===== config.mk =====
export PLATFORM = sky130hd
export DESIGN_NAME = murmur_simhash_group_signature_flat
export DESIGN_NICKNAME = d
export VERILOG_FILES = /design/src/sv/msh_pkg.sv /design/src/sv/msh_in_if.sv /design/src/sv/msh_out_if.sv /design/src/sv/msh_cfg_if.sv /design/src/sv/murmur_simhash_group_signature.sv /design/src/sv/msh_ctrl.sv /design/src/sv/msh_dp.sv /design/src/flat_wrapper.sv
export SDC_FILE = /design/constraint.sdc
export NUM_CORES = 2
export LEC_CHECK = 0
export BUFFER_PORTS_ARGS = -buffer_cell sky130_fd_sc_hd__clkbuf_2
export CORE_ASPECT_RATIO = 1.2
export CORE_MARGIN = 3
export CORE_UTILIZATION = 60
export CTS_BUF_LIST = sky130_fd_sc_hd__clkbuf_8
export CTS_CLUSTER_SIZE = 14
export DETAILED_ROUTE_END_ITERATION = 16
export PLACE_DENSITY = 0.85
export SLEW_MARGIN = 25
export SYNTH_ARGS = -nofsm -noshare
export SYNTH_HDL_FRONTEND = slang
export SYNTH_SLANG_ARGS = --single-unit

===== constraint.sdc =====
create_clock -name clk -period 8.35 [get_ports clk]
set_clock_uncertainty 0.2 [all_clocks]
set_input_delay 0.835 -clock clk [delete_from_list [all_inputs] [get_ports clk]]
set_output_delay 0.835 -clock clk [all_outputs]
set_load 0.05 [all_outputs]

===== src/sv/msh_pkg.sv =====
package msh_pkg;

  localparam int VALUE_W       = 16;
  localparam int HASH_W        = 32;
  localparam int SIG_W         = 16;
  localparam int NUM_BITS      = 16;
  localparam int MAX_GROUP_LEN = 4096;

  localparam logic [HASH_W-1:0] MM_C1     = 32'hcc9e2d51;
  localparam logic [HASH_W-1:0] MM_C2     = 32'h1b873593;
  localparam logic [HASH_W-1:0] MM_ADD    = 32'he6546b64;
  localparam logic [HASH_W-1:0] MM_F1     = 32'h85ebca6b;
  localparam logic [HASH_W-1:0] MM_F2     = 32'hc2b2ae35;
  localparam logic [HASH_W-1:0] MM_H_MUL  = 32'd5;
  localparam logic [HASH_W-1:0] MM_KEYLEN = 32'd8;

  typedef enum logic [2:0] {
    OP_NONE,
    OP_LOAD,
    OP_K1,
    OP_K2,
    OP_H5,
    OP_F1,
    OP_F2,
    OP_VOTE
  } op_t;

  typedef struct packed {
    op_t op;
  } cmd_t;

  typedef struct packed {
    logic last;
    logic out_full;
  } status_t;

endpackage


===== src/sv/msh_in_if.sv =====
interface msh_in_if;
  logic                        valid;
  logic                        ready;
  logic [msh_pkg::VALUE_W-1:0] sketch_value;
  logic                        last_in_group;

  modport source (output valid, output sketch_value, output last_in_group, input ready);
  modport sink   (input valid, input sketch_value, input last_in_group, output ready);
endinterface


===== src/sv/msh_out_if.sv =====
interface msh_out_if;
  logic                      valid;
  logic                      ready;
  logic [msh_pkg::SIG_W-1:0] signature;

  modport source (output valid, output signature, input ready);
  modport sink   (input valid, input signature, output ready);
endinterface


===== src/sv/msh_cfg_if.sv =====
interface msh_cfg_if;
  logic                       valid;
  logic                       ready;
  logic [msh_pkg::HASH_W-1:0] hash_seed;

  modport source (output valid, output hash_seed, input ready);
  modport sink   (input valid, input hash_seed, output ready);
endinterface


===== src/sv/murmur_simhash_group_signature.sv =====
// Each accepted item passes the load step, five multiply steps on one shared
// 32x32 multiplier and the vote update; the vote of a group's last item raises out valid.
// A new item is accepted only once the current one has finished its vote step.
// A final vote waits while an earlier result is still pending on out.
// Reset (rst_n low, synchronous): seed 0, vote counters zero, no result held.
module murmur_simhash_group_signature #(
  parameter int MAX_GROUP_LEN = msh_pkg::MAX_GROUP_LEN
) (
  input logic        clk,
  input logic        rst_n,
  msh_in_if.sink     in_item,
  msh_out_if.source  out_item,
  msh_cfg_if.sink    cfg_wr
);

  msh_pkg::cmd_t    cmd;
  msh_pkg::status_t status;

  assign cfg_wr.ready = 1'b1;

  msh_ctrl u_ctrl (
    .clk      (clk),
    .rst_n    (rst_n),
    .in_valid (in_item.valid),
    .in_ready (in_item.ready),
    .status   (status),
    .cmd      (cmd)
  );

  msh_dp #(
    .MAX_GROUP_LEN (MAX_GROUP_LEN)
  ) u_dp (
    .clk           (clk),
    .rst_n         (rst_n),
    .cmd           (cmd),
    .status        (status),
    .in_value      (in_item.sketch_value),
    .in_last       (in_item.last_in_group),
    .cfg_valid     (cfg_wr.valid),
    .cfg_seed      (cfg_wr.hash_seed),
    .out_ready     (out_item.ready),
    .out_valid     (out_item.valid),
    .out_signature (out_item.signature)
  );

endmodule


===== src/sv/msh_ctrl.sv =====
module msh_ctrl (
  input  logic             clk,
  input  logic             rst_n,
  input  logic             in_valid,
  output logic             in_ready,
  input  msh_pkg::status_t status,
  output msh_pkg::cmd_t    cmd
);

  typedef enum logic [2:0] {
    S_IDLE,
    S_K1,
    S_K2,
    S_H5,
    S_F1,
    S_F2,
    S_VOTE
  } state_t;

  state_t state_r;
  state_t state_nxt;

  always_comb begin
    state_nxt = state_r;
    cmd.op    = msh_pkg::OP_NONE;
    in_ready  = 1'b0;
    case (state_r)
      S_IDLE: begin
        in_ready = 1'b1;
        cmd.op   = msh_pkg::OP_LOAD;
        if (in_valid) begin
          state_nxt = S_K1;
        end
      end
      S_K1: begin
        cmd.op    = msh_pkg::OP_K1;
        state_nxt = S_K2;
      end
      S_K2: begin
        cmd.op    = msh_pkg::OP_K2;
        state_nxt = S_H5;
      end
      S_H5: begin
        cmd.op    = msh_pkg::OP_H5;
        state_nxt = S_F1;
      end
      S_F1: begin
        cmd.op    = msh_pkg::OP_F1;
        state_nxt = S_F2;
      end
      S_F2: begin
        cmd.op    = msh_pkg::OP_F2;
        state_nxt = S_VOTE;
      end
      S_VOTE: begin
        // hold the final vote until the result register is free
        if (!(status.last && status.out_full)) begin
          cmd.op    = msh_pkg::OP_VOTE;
          state_nxt = S_IDLE;
        end
      end
      default: begin
        state_nxt = S_IDLE;
      end
    endcase
  end

  always_ff @(posedge clk) begin
    if (!rst_n) begin
      state_r <= S_IDLE;
    end else begin
      state_r <= state_nxt;
    end
  end

  a_accept_starts_hash: assert property (@(posedge clk) disable iff (!rst_n)
    (in_valid && in_ready) |=> (cmd.op == msh_pkg::OP_K1))
    else $error("accepted item did not start hashing");

  a_f2_then_vote_state: assert property (@(posedge clk) disable iff (!rst_n)
    (cmd.op == msh_pkg::OP_F2) |=> (state_r == S_VOTE))
    else $error("hash sequence skipped the vote step");

  a_busy_not_ready: assert property (@(posedge clk) disable iff (!rst_n)
    (cmd.op == msh_pkg::OP_K1 || cmd.op == msh_pkg::OP_F2) |-> !in_ready)
    else $error("item taken while hashing");

endmodule


===== src/sv/msh_dp.sv =====
module msh_dp #(
  parameter int MAX_GROUP_LEN = msh_pkg::MAX_GROUP_LEN
) (
  input  logic                        clk,
  input  logic                        rst_n,
  input  msh_pkg::cmd_t               cmd,
  output msh_pkg::status_t            status,
  input  logic [msh_pkg::VALUE_W-1:0] in_value,
  input  logic                        in_last,
  input  logic                        cfg_valid,
  input  logic [msh_pkg::HASH_W-1:0]  cfg_seed,
  input  logic                        out_ready,
  output logic                        out_valid,
  output logic [msh_pkg::SIG_W-1:0]   out_signature
);

  localparam int CW = $clog2(MAX_GROUP_LEN + 1) + 1;
  localparam logic signed [CW-1:0] CNT_MAX = CW'(MAX_GROUP_LEN);
  localparam logic signed [CW-1:0] CNT_MIN = -CNT_MAX;

  logic [msh_pkg::HASH_W-1:0] seed_r;
  logic [msh_pkg::HASH_W-1:0] acc_r;
  logic [msh_pkg::HASH_W-1:0] acc_nxt;
  logic                       last_r;
  logic [msh_pkg::HASH_W-1:0] mul_b;
  logic [msh_pkg::HASH_W-1:0] prod;
  logic [msh_pkg::HASH_W-1:0] tmp;
  logic [msh_pkg::SIG_W-1:0]  folded;
  logic [msh_pkg::SIG_W-1:0]  sig_nxt;
  logic signed [CW-1:0]       cnt_r   [msh_pkg::NUM_BITS];
  logic signed [CW-1:0]       cnt_upd [msh_pkg::NUM_BITS];
  logic                       out_valid_r;
  logic [msh_pkg::SIG_W-1:0]  out_sig_r;
  logic                       cnt_in_range;
  logic                       cnt_all_zero;
  logic                       vote_last;

  assign status.last     = last_r;
  assign status.out_full = out_valid_r && !out_ready;
  assign out_valid       = out_valid_r;
  assign out_signature   = out_sig_r;
  assign vote_last       = (cmd.op == msh_pkg::OP_VOTE) && last_r;

  always_comb begin
    case (cmd.op)
      msh_pkg::OP_K1: mul_b = msh_pkg::MM_C1;
      msh_pkg::OP_K2: mul_b = msh_pkg::MM_C2;
      msh_pkg::OP_H5: mul_b = msh_pkg::MM_H_MUL;
      msh_pkg::OP_F1: mul_b = msh_pkg::MM_F1;
      msh_pkg::OP_F2: mul_b = msh_pkg::MM_F2;
      default:        mul_b = '0;
    endcase
  end

  assign prod = acc_r * mul_b;

  always_comb begin
    acc_nxt = acc_r;
    tmp     = '0;
    case (cmd.op)
      msh_pkg::OP_LOAD: acc_nxt = {{(msh_pkg::HASH_W - msh_pkg::VALUE_W){1'b0}}, in_value};
      msh_pkg::OP_K1:   acc_nxt = {prod[16:0], prod[31:17]};
      msh_pkg::OP_K2: begin
        tmp     = seed_r ^ prod;
        acc_nxt = {tmp[18:0], tmp[31:19]};
      end
      msh_pkg::OP_H5: begin
        tmp     = (prod + msh_pkg::MM_ADD) ^ msh_pkg::MM_KEYLEN;
        acc_nxt = tmp ^ (tmp >> 16);
      end
      msh_pkg::OP_F1:   acc_nxt = prod ^ (prod >> 13);
      msh_pkg::OP_F2:   acc_nxt = prod ^ (prod >> 16);
      default:          acc_nxt = acc_r;
    endcase
  end

  assign folded = acc_r[15:0] ^ acc_r[31:16];

  always_comb begin
    cnt_in_range = 1'b1;
    cnt_all_zero = 1'b1;
    for (int j = 0; j < msh_pkg::NUM_BITS; j++) begin
      cnt_upd[j] = cnt_r[j];
      if (folded[j]) begin
        if (cnt_r[j] < CNT_MAX) cnt_upd[j] = cnt_r[j] + CW'(1);
      end else begin
        if (cnt_r[j] > CNT_MIN) cnt_upd[j] = cnt_r[j] - CW'(1);
      end
      sig_nxt[j] = (cnt_upd[j] > $signed(CW'(0)));
      if (cnt_r[j] > CNT_MAX || cnt_r[j] < CNT_MIN) cnt_in_range = 1'b0;
      if (cnt_r[j] != '0) cnt_all_zero = 1'b0;
    end
  end

  always_ff @(posedge clk) begin
    if (!rst_n) begin
      seed_r      <= '0;
      out_valid_r <= 1'b0;
      for (int j = 0; j < msh_pkg::NUM_BITS; j++) cnt_r[j] <= '0;
    end else begin
      if (cfg_valid) seed_r <= cfg_seed;
      if (vote_last) out_valid_r <= 1'b1;
      else if (out_valid_r && out_ready) out_valid_r <= 1'b0;
      if (cmd.op == msh_pkg::OP_VOTE) begin
        for (int j = 0; j < msh_pkg::NUM_BITS; j++) begin
          cnt_r[j] <= last_r ? '0 : cnt_upd[j];
        end
      end
    end
  end

  always_ff @(posedge clk) begin
    acc_r <= acc_nxt;
    if (cmd.op == msh_pkg::OP_LOAD) last_r <= in_last;
    if (vote_last) out_sig_r <= sig_nxt;
  end

  a_out_from_vote: assert property (@(posedge clk) disable iff (!rst_n)
    $rose(out_valid_r) |-> $past(vote_last))
    else $error("result raised without a final vote");

  a_clear_after_group: assert property (@(posedge clk) disable iff (!rst_n)
    vote_last |=> cnt_all_zero)
    else $error("vote counters not cleared after group");

  a_cnt_bounded: assert property (@(posedge clk) disable iff (!rst_n)
    cnt_in_range)
    else $error("vote counter out of saturation range");

  a_no_overwrite: assert property (@(posedge clk) disable iff (!rst_n)
    vote_last |-> !(out_valid_r && !out_ready))
    else $error("pending result overwritten");

endmodule

===== src/flat_wrapper.sv =====
// flat-port wrapper written by rule: the top's interface ports become plain ports
module murmur_simhash_group_signature_flat 
#(
  parameter int MAX_GROUP_LEN = msh_pkg::MAX_GROUP_LEN
)
  (clk, rst_n, in_item_valid, in_item_sketch_value, in_item_last_in_group, in_item_ready, out_item_valid, out_item_signature, out_item_ready, cfg_wr_valid, cfg_wr_hash_seed, cfg_wr_ready);
  msh_in_if in_item_i ();
  msh_out_if out_item_i ();
  msh_cfg_if cfg_wr_i ();
  input logic clk;
  input logic rst_n;
  input wire logic [$bits(in_item_i.valid)-1:0] in_item_valid;
  input wire logic [$bits(in_item_i.sketch_value)-1:0] in_item_sketch_value;
  input wire logic [$bits(in_item_i.last_in_group)-1:0] in_item_last_in_group;
  output wire logic [$bits(in_item_i.ready)-1:0] in_item_ready;
  output wire logic [$bits(out_item_i.valid)-1:0] out_item_valid;
  output wire logic [$bits(out_item_i.signature)-1:0] out_item_signature;
  input wire logic [$bits(out_item_i.ready)-1:0] out_item_ready;
  input wire logic [$bits(cfg_wr_i.valid)-1:0] cfg_wr_valid;
  input wire logic [$bits(cfg_wr_i.hash_seed)-1:0] cfg_wr_hash_seed;
  output wire logic [$bits(cfg_wr_i.ready)-1:0] cfg_wr_ready;
  assign in_item_i.valid = in_item_valid;
  assign in_item_i.sketch_value = in_item_sketch_value;
  assign in_item_i.last_in_group = in_item_last_in_group;
  assign in_item_ready = in_item_i.ready;
  assign out_item_valid = out_item_i.valid;
  assign out_item_signature = out_item_i.signature;
  assign out_item_i.ready = out_item_ready;
  assign cfg_wr_i.valid = cfg_wr_valid;
  assign cfg_wr_i.hash_seed = cfg_wr_hash_seed;
  assign cfg_wr_ready = cfg_wr_i.ready;
  murmur_simhash_group_signature #(.MAX_GROUP_LEN(MAX_GROUP_LEN)) u_core (.clk(clk), .rst_n(rst_n), .in_item(in_item_i), .out_item(out_item_i), .cfg_wr(cfg_wr_i));
endmodule

==> impl_metrics.py <==
metrics = {
    "outcome": {
        "status": "complete, but fails checks",
        "failed_checks": "setup timing",
    },
    "critical_path": {
        "cpMostUsedCell": "fa_1",
        "critPathRequiredTime_ps": 8590,
        "worst_path_max_delay_cell": "fa_1",
        "slowest_delay_ps": 580,
        "worst-setup-path-type": "flip-flop to flip-flop",
        "worstSetupEndpointType": "flip-flop",
        "cp-start-kind": "flip-flop",
        "critPathMaxFanout": 8,
        "crit_arrival_ps": 9060,
    },
    "timing": {
        "worst_slew_pin_slew_ps": 1082,
        "period_needed_ps": 8823,
        "setup_viol_count_final": 25,
        "fin_crit_sh": 1.057,
        "setup_ws_ps": -472.5,
        "finalHoldViolations": 0,
        "slew_viol_final": 0,
        "fmax_mhz": 113.3,
        "rsz0062_at_grt": "true",
        "slew_headroom": 0.2748,
    },
    "global_routing": {
        "grt_max_degree": 92,
        "track_usage": 0.3608,
        "overflow": 0,
        "grt_pass1_vias": 33595,
        "antenna_found_initial": 1,
        "grt_pass1_wl_um": 183500,
    },
    "drt": {
        "wl_per_cell_um": 21.52,
        "drc": 0,
        "drt_pass1_iterations": 14,
        "highest_layer": "met4",
        "detail_route.iter0.violations": 3231,
        "vias": 33239,
        "dr_wl_met2_um": 55310,
        "viasPerCell": 6.059,
        "wl_met1_um": 43640,
        "drt-total-wl_um": 118100,
        "ant_nets": 0,
        "wl_met3_um": 10510,
    },
    "synth": {
        "synth_area_per_cell_um2": 8.939,
        "synth_cells": 4187,
        "synth_top_family_by_area": "adder cells",
        "yosysMostFrequentCell": "inv_1",
        "async_flop_share": 0,
        "ys_types": 108,
        "synth_area_um2": 37430,
        "synth_edf_count": 273,
        "synthXorXnorAreaFrac": 0.08769,
        "synth_top_area_cell": "edfxtp_1",
        "yosys-top-cells-area": "edfxtp_1, fa_1, ha_1, inv_1, xnor2_1",
        "yosys.area_share.simple": 0.1908,
        "synthesis.nets": 4819,
        "yosys_warnings": 0,
        "ys_seq_area_frac": 0.2383,
        "synth_adder_area_share": 0.2707,
        "ys_ff_latch": 309,
        "synth_compound_area_frac": 0.1185,
        "synth_mux_area_frac": 0.01708,
        "synth_ff_type": "edfxtp_1",
        "yosys-top-cells-count": "inv_1, nand2_1, fa_1, nor2_1, edfxtp_1",
        "synth_top_area_share": 0.2190,
    },
    "layout": {
        "seqCellArea_um2": 8930,
        "final_layout_size_suffix_gt1_frac": 0.1982,
        "area_growth_syn_to_layout_pct": 19.01,
        "fin_area_um2": 44540,
        "fin_nets": 5263,
        "instances_no_fill": 5486,
        "fillers": 4512,
        "multi_input_area_um2": 26760,
    },
    "floorplanning": {
        "die_area_um2": 65420,
        "io_pins": 73,
        "initial_utilization": 0.6104,
        "core_um2": 61320,
        "fp-row-count": 99,
        "chipHeight_um": 279.6,
        "die_w_um": 234.0,
    },
    "place": {
        "dpl-instance-area_um2": 41730,
        "post-dp-hpwl_um": 91990,
        "port_buffers": 71,
        "gp_congestion": 1.031,
        "dp_cells": 5320,
    },
    "clocking": {
        "clock_path_buffers": 3,
        "cts_sinks": 309,
        "cts_tree": "built",
        "cts_made_buffers": 54,
        "cts-root-buf": "clkbuf_8",
        "clk_pin_slew_worst_paths_ps": 70,
        "cts_max_level": 2,
        "postCtsHoldBufs": 0,
        "clock_latency_ps": 690,
    },
    "hold_path": {
        "hp-class": "input port to flip-flop",
    },
    "run": {
        "drv_cap": 0,
    },
}
## worst max-delay path: cells and delay by family, from the launching register on
| family | cells | cell delay (ps) |
|---|---|---|
| AOI/OAI and AO/OA | 5 | 1620 |
| buffers and inverters | 7 | 570 |
| DFF | 1 | 380 |
| and+or+nand+nor | 6 | 1180 |
| xor gates and xnor gates | 2 | 360 |
| adders and majority gates | 9 | 4260 |
## through the flow
step	util	setup slack [ps]	setup TNS, ps	hold WS, ps
2_1_floorplan	-	-282.7	-1388	303.5
3_5_place_dp	0.6806	-718.9	-11540	330.0
4_1_cts	0.7158	-348.2	-3703	124.7
6_report	0.7264	-472.5	-6864	142.5
5_1_grt	0.7264	-640.2	-11610	121.4
3_3_place_gp	0.6806	-701.4	-8342	317.7
## cells by family after synthesis
| logic type | after synthesis |
|---|---|
| AOI/OAI and AO/OA | 657 |
| other | 1 |
| xor gates and xnor gates | 361 |
| buffers and inverters | 757 |
| muxes | 62 |
| adders and majority gates | 578 |
| DFF | 309 |
| and+or+nand+nor | 1462 |
## final cells by class
cell class	count	area share
clock inverter	47	0.006517
multi-input combinational	3121	0.6008
antenna	1	0.00005618
inverter	557	0.04694
clock buffer	55	0.01700
tap	808	0.02270
timing repair buffer	588	0.1055
sequential	309	0.2005
## per-layer routing
| metal | global-route usage | vias up |
|---|---|---|
| li1 | - | 14942 |
| met3 | 0.06957 | 496 |
| met5 | 0 | - |
| met1 | 0.4439 | 16034 |
| met2 | 0.5955 | 1767 |
| met4 | 0.2033 | 0 |
## registers in the layout, indices dropped and copies added (netlist names)
| name | flops |
|---|---|
| u_core.u_dp.cnt_r | 224 |
| u_core.u_dp.acc_r | 32 |
| u_core.u_dp.seed_r | 32 |
| u_core.u_dp.out_signature | 16 |
| u_core.u_ctrl.state_r | 3 |
| u_core.u_dp.last_r | 1 |
| u_core.u_dp.out_valid | 1 |
## cell usage in the layout, fill, tap and decap left out, types with 51 or more instances in the layout
cell type	count
nand2_1	387
buf_4	450
clkbuf_2	71
nand4_1	61
inv_1	557
o21ai_0	133
nand3_1	85
clkbuf_8	55
nor3_1	75
nor2b_1	53
xor2_1	118
a21oi_1	121
fa_1	365
ha_1	179
nor2_1	352
edfxtp_1	273
a31oi_1	51
xnor2_1	208
and2_1	177
## what timing repair did
| action | CTS | global route |
|---|---|---|
| setup buffers | 45 | 25 |
| resized for setup | 181 | 107 |
| endpoints found under the setup margin | 30 | 32 |
| hold endpoints to repair | 0 | 0 |
| cloned | 1 | 0 |
| pin swaps | 93 | 52 |
## path summary, 6_finish.rpt
path | cells past startpoint | slack, ps | start | endpoint
max reg2reg | 29 | -470 | u_core.u_ctrl.state_r[1] | u_core.u_dp.acc_r[12]
max | 29 | -470 | u_core.u_ctrl.state_r[1] | u_core.u_dp.acc_r[12]
min reg2reg | 2 | 340 | u_core.u_dp.seed_r[2] | u_core.u_dp.seed_r[2]
min | 1 | 140 | in_item_last_in_group | u_core.u_dp.last_r
Power is not shown: default switching activity piles up to over one toggle a cycle in this logic, so the estimate is an artifact.
